===== src/rtl/hgcd_sqrt.sv =====
// Pipelined floor square root of a Q30 value, one result bit per stage.
// The result is again in Q30.
// Does not depend on hgcd_pkg.
module hgcd_sqrt (
	input logic clk,
	input logic arst_n,
	input logic vld_in,
	input logic [30:0] val,
	output logic vld_out,
	output logic [30:0] root
);

	localparam int NB = 31;

	logic [61:0] rem_s [0:NB];
	logic [30:0] q_s [0:NB];
	logic vld_s [0:NB];

	always_ff @(posedge clk or negedge arst_n) begin
		if (!arst_n) begin
			vld_s[0] <= 1'b0;
		end else begin
			vld_s[0] <= vld_in;
		end
	end

	always_ff @(posedge clk) begin
		rem_s[0] <= {1'b0, val, 30'b0};
		q_s[0] <= '0;
	end

	assign vld_out = vld_s[NB];
	assign root = q_s[NB];

	for (genvar k = 0; k < NB; k++) begin : g_bit
		localparam int B = NB - 1 - k;
		logic [61:0] delta;
		assign delta = (62'(q_s[k]) << (B + 1)) + (62'd1 << (2 * B));
		always_ff @(posedge clk or negedge arst_n) begin
			if (!arst_n) begin
				vld_s[k+1] <= 1'b0;
			end else begin
				vld_s[k+1] <= vld_s[k];
			end
		end
		always_ff @(posedge clk) begin
			if (rem_s[k] >= delta) begin
				rem_s[k+1] <= rem_s[k] - delta;
				q_s[k+1] <= q_s[k] | (31'd1 << B);
			end else begin
				rem_s[k+1] <= rem_s[k];
				q_s[k+1] <= q_s[k];
			end
		end
	end

endmodule


===== config.mk =====
export PLATFORM = sky130hd
export DESIGN_NAME = hgcd_sqrt
export DESIGN_NICKNAME = d
export VERILOG_FILES = /design/src/rtl/hgcd_sqrt.sv
export SDC_FILE = /design/constraint.sdc
export NUM_CORES = 2
export LEC_CHECK = 0
export ABC_AREA = 0
export BUFFER_PORTS_ARGS = -buffer_cell sky130_fd_sc_hd__buf_2
export CAP_MARGIN = 20
export CORE_ASPECT_RATIO = 1.4
export CORE_MARGIN = 4
export CORE_UTILIZATION = 55
export DETAILED_ROUTE_END_ITERATION = 10
export PLACE_DENSITY = 0.71
export SYNTH_ARGS = -nofsm -noshare
export SYNTH_HDL_FRONTEND = slang
export SYNTH_SLANG_ARGS = --single-unit

===== constraint.sdc =====
create_clock -name clk -period 4.8 [get_ports clk]
set_input_delay 0 -clock clk [delete_from_list [all_inputs] [get_ports clk]]
set_output_delay 0 -clock clk [all_outputs]
set_load 0.005 [all_outputs]

### Word-level counts from Yosys, hierarchy flattened

Memory sizes are Yosys's and may differ from the RTL's.
Index checks and enable logic that the tools add are counted.
Widths: inputs -> output; s select.

* memories: 2
* logic and storage cells: 344
* RAM bits: 2976
* bits in registers: 32
* output and inout port bits: 32

* $add $sub $neg: 62
* bitwise gates (word level): 62
* muxes and demuxes: 155
* order comparisons: 31

Memory list
* rem_s: words 32, width 62, read ports 31, clocked after Yosys merged registers in 0, wr ports 32, RTL line 15 `logic [61:0] rem_s [0:NB];`
* q_s: words 32, width 31, read ports 32, clocked after Yosys merged registers in 0, wr ports 32, RTL line 16 `logic [30:0] q_s [0:NB];`

Operators with widths (count)
* $mux 62: 31
* $mux 31: 31
* $ge 62x62->1: 2
* $sub 62x62->62: 2
* $mux 1: 93
* $add 61x59->62 const B: 1
* $add 62x61->62 const B: 1
* $ge 62x33->1: 1
* $ge 62x34->1: 1
* $ge 62x35->1: 1
* $ge 62x36->1: 1
* $ge 62x37->1: 1
* $ge 62x38->1: 1
* $ge 62x39->1: 1
* $ge 62x40->1: 1
* $ge 62x41->1: 1
* $ge 62x42->1: 1
* $ge 62x43->1: 1
* $ge 62x44->1: 1
* $ge 62x45->1: 1
* $ge 62x46->1: 1
* $ge 62x47->1: 1
* $ge 62x48->1: 1
* $ge 62x49->1: 1
* 71 further kinds: 132

### Longest topological paths before layout

An unclocked memory read counts as a cell.

* depth after elaboration: 6
* mapped depth: 15

### Worst setup path before layout

OpenSTA, ideal clock, no wires.

* path kind: register to register
* start point: memory q_s[13][30], in the netlist q_s[6][61]
* end point: memory rem_s[14][48]
* setup slack: 1.003 ns
* arrival time: 3.680 ns
* period minus slack after synthesis: 3.797 ns
* cell stages (with the launch flop): 13
* path through: dfxtp_1 -> inv_1 -> ha_1 -> or4_1 -> or3_1 -> or4_1 -> or4_1 -> or4_1 -> a41o_1 -> o22ai_2 -> buf_2 -> nor3_1 -> a22o_1

RTL lines (RTL line)
* start: declaration: 16
* end: declaration: 15

==> out/metrics.cfg <==
[status]
status=finished, final reports clean

[critical_path]
crit_path_cell_trace=ha_1 > fa_1 > a211oi_1 > o211ai_1 > a2111oi_0 > o21a_1 > o31ai_1 > a32oi_1 > nand4_1 > nor4_1 > xor2_1
r2r_end=rem_s[28][60]
timing.setup.critical_path_class=reg -> reg
rr_worst_depth=11
crit_fanout=5
critical_path.slowest_cell=sky130_fd_sc_hd__a2111oi_0
cp_data_arrival_time_ns=4.95
r2r_setup_slack_ns=0.57
crit_path_start_kind=register
r2r_startpoint=rem_s[27][8]
worstSetupEndpointType=register
worstPathRequired_ns=5.51
crit_path_max_incr_delay_ns=0.69

[synth]
ys_warnings=0
async_flop_share_pct=1.866
post-synth-top-count-cell=sky130_fd_sc_hd__dfxtp_1
yosys.area.top_type_share_pct=46.16
netlist_area_sq_um=72980
muxShareOfSynthArea_pct=0.5829
ys_seq_area_share_pct=47.26
synth_top_family_by_area=simple AND/OR/NAND/NOR gates
synth_cell_type_count=88
cell_taking_the_most_area_after_synthesis=sky130_fd_sc_hd__dfxtp_1
synth_common_cells=sky130_fd_sc_hd__dfxtp_1, sky130_fd_sc_hd__nand2_1, sky130_fd_sc_hd__inv_1
synth_top_cells_by_area=sky130_fd_sc_hd__dfxtp_1, sky130_fd_sc_hd__ha_1, sky130_fd_sc_hd__xor2_1, sky130_fd_sc_hd__xnor2_1, sky130_fd_sc_hd__o21ai_0
synth_compound_gate_area_share_pct=14.44
synth_simple_gate_area_share_pct=15.44
yosys.area_share.xor_xnor_pct=9.216
postSynthAreaPerCell_sq_um=9.358
synth_top_flop_cell=sky130_fd_sc_hd__dfxtp_1
synthAdderAreaFrac_pct=8.853
synth-edff-count=0
synthCells=7799
number_of_storage_elements_in_the_synthesis_netlist=1715

[floorplanning]
io-pin-count=66
starting_utilization_of_the_core_area_pct=55.62
chipWidth_um=315.9
coreArea_sq_um=131200
num_rows=157
floorplan.die.height_um=439.0
floorplan.die_area_sq_um=138700

[finish]
register_area_sq_um=34490
final_core_util_pct=62.29
layout.filler_cells=10840
antenna-diode-count=0
multi_input_comb_area_sq_um=35520
fin_area_sq_um=81740
area_growth_syn_to_layout_pct=12.00
layout-drive-gt1-share_pct=6.214
final_net_count=8546

[clock_network]
tritoncts.num_buffers=162
postCtsSetupRepairBufs=0
htreeDepth=4
tritoncts=yes
clock_tree.buffer_depth=3
post_cts_hold_buffer_count=67
post_cts.resized_instances=0
insertion_delay_ns=0.79
clock_sinks=1715
clkTransAtPathRegs_ns=0.06
clock_tree.root_cell=sky130_fd_sc_hd__clkbuf_16

[sta]
timing.clock.skew_ns=0.03167
post-route-period-util_pct=88.15
period_needed_ns=4.231
final_setup_violation_count=0
setup_total_negative_slack_ns=0
timing.max_slew.rel_slack_pct=16.10
timing.final.hold_violations=0
finalMaxSlewViolations=0
clock.fmax_mhz=236.3
tightestPinTransition_ns=1.227
final.setup.worst_slack_ns=0.5687
setup_repair_after_global_routing_missed_its_margin=no

[route]
wire_per_inst_um=17.18
detail_route.first_pass.iterations=6
route.detailed.drc=0
routed_via_density=5.556
drt_iter0_drc=2585
final_antenna_net_count=0
dr_total_vias=54870
drt-total-wl_mm=169.7

[placement]
io_buffer_count=65
finalWeightedCongestion=0.9533
detailedPlace.worstSlack_ns=0.6155
place_area_sq_um=75480
hpwl_mm=130.4

[pwr]
netSwitchingFraction_pct=32.86
cellInternalPower_mw=30.65
clock_group_share_of_total_power_pct=28.8
total_switching_power_mw=15.00
sequentialPowerShare_pct=45.7
vdd.ir_drop.worst_v=0.0004478
total_leakage_power_nw=38.07
pwr-share-comb_pct=25.5
powerDensity_nw_per_um2=558.4

[grt]
grt_max_degree=50
grt_util_all_layers_pct=24.28
initial_antenna_violation_count=1
globalRoute.totalOverflow=0
via_count_of_the_first_global_routing_pass=56450
wire_length_of_the_first_global_routing_pass_mm=273.5

[run]
maxCapViolCount=0

[worst_hold_path]
worst_hold_path_type=in -> async

-- logic make-up after synthesis --
logic type	after synthesis
buf+inv	811
mux	38
other cells	1
flops	1715
simple gates	2272
xor+xnor	768
fa+ha+maj	508
compound gates	1686
-- worst max-delay path: cells and delay by family (launching register included) --
family          cells  cell delay [ns]
compound gates      6             2.27
xor+xnor            1             0.16
fa+ha+maj           2             0.70
flops               1             0.37
simple gates        2             0.66
-- worst max-delay path by stage --
stage / end / cells after the start / from
floorplan: rem_s[14][48] / 12 / q_s[6][61]
global placement: rem_s[30][44] / 12 / q_s[14][33]
detailed placement: rem_s[28][60] / 11 / rem_s[27][8]
CTS: rem_s[28][60] / 11 / rem_s[27][8]
global route: rem_s[30][44] / 12 / q_s[14][33]
finish: rem_s[28][60] / 11 / rem_s[27][8]
-- stage by stage --
step,total power [mW],instances,hold WS (ns)
2_1_floorplan,28.93,7800,-0.2956
3_3_place_gp,32.26,9520,0.07290
3_5_place_dp,32.49,9521,0.08593
4_1_cts,45.77,9875,0.1694
5_1_grt,48.19,9876,0.2408
6_report,45.64,9876,0.2343
-- cell usage in the layout (no fill, tap or decap), drive strengths merged, types with 213 or more instances in the layout --
cell type,n
o21ai,510
clkbuf,213
nor2,474
xnor2,375
a21oi,430
xor2,393
inv,659
nand2,664
dfxtp,1683
nor3,227
ha,494
-- per-layer routing --
layer | vias up | track usage [%] | part of all wire [%] | wire length (um)
met5 | - | 0 | 0 | 0
met4 | 0 | 15.51 | 6.6 | 11170
met3 | 636 | 3.166 | 3.1 | 5261
met2 | 1294 | 49.77 | 56 | 94670
met1 | 25510 | 21.63 | 35 | 58600
li1 | 27430 | - | - | -
-- area by class of cell --
class	instances	share of cell area [%]
multi-input combinational	5274	43.46
tap	1749	2.677
clock inverter	75	1.319
sequential	1715	42.20
clock buffer	212	5.498
inverter	652	2.994
timing repair buffer	199	1.857
-- flip-flops by register name, summed over array words and instances (netlist names) --
register  count
rem_s      1187
q_s         496
vld_out       1
vld_s        31
-- power groups by stage --
stage               clock, mW  sequential (mW)  combinational (mW)
CTS                      13.4             20.8                11.6
global placement            0             21.0                11.3
global route             14.0             21.2                13.0
finish                   13.2             20.8                11.6
detailed placement          0             21.0                11.4
floorplan                   0             20.0                8.97
(Power assumes the default switching activity.)
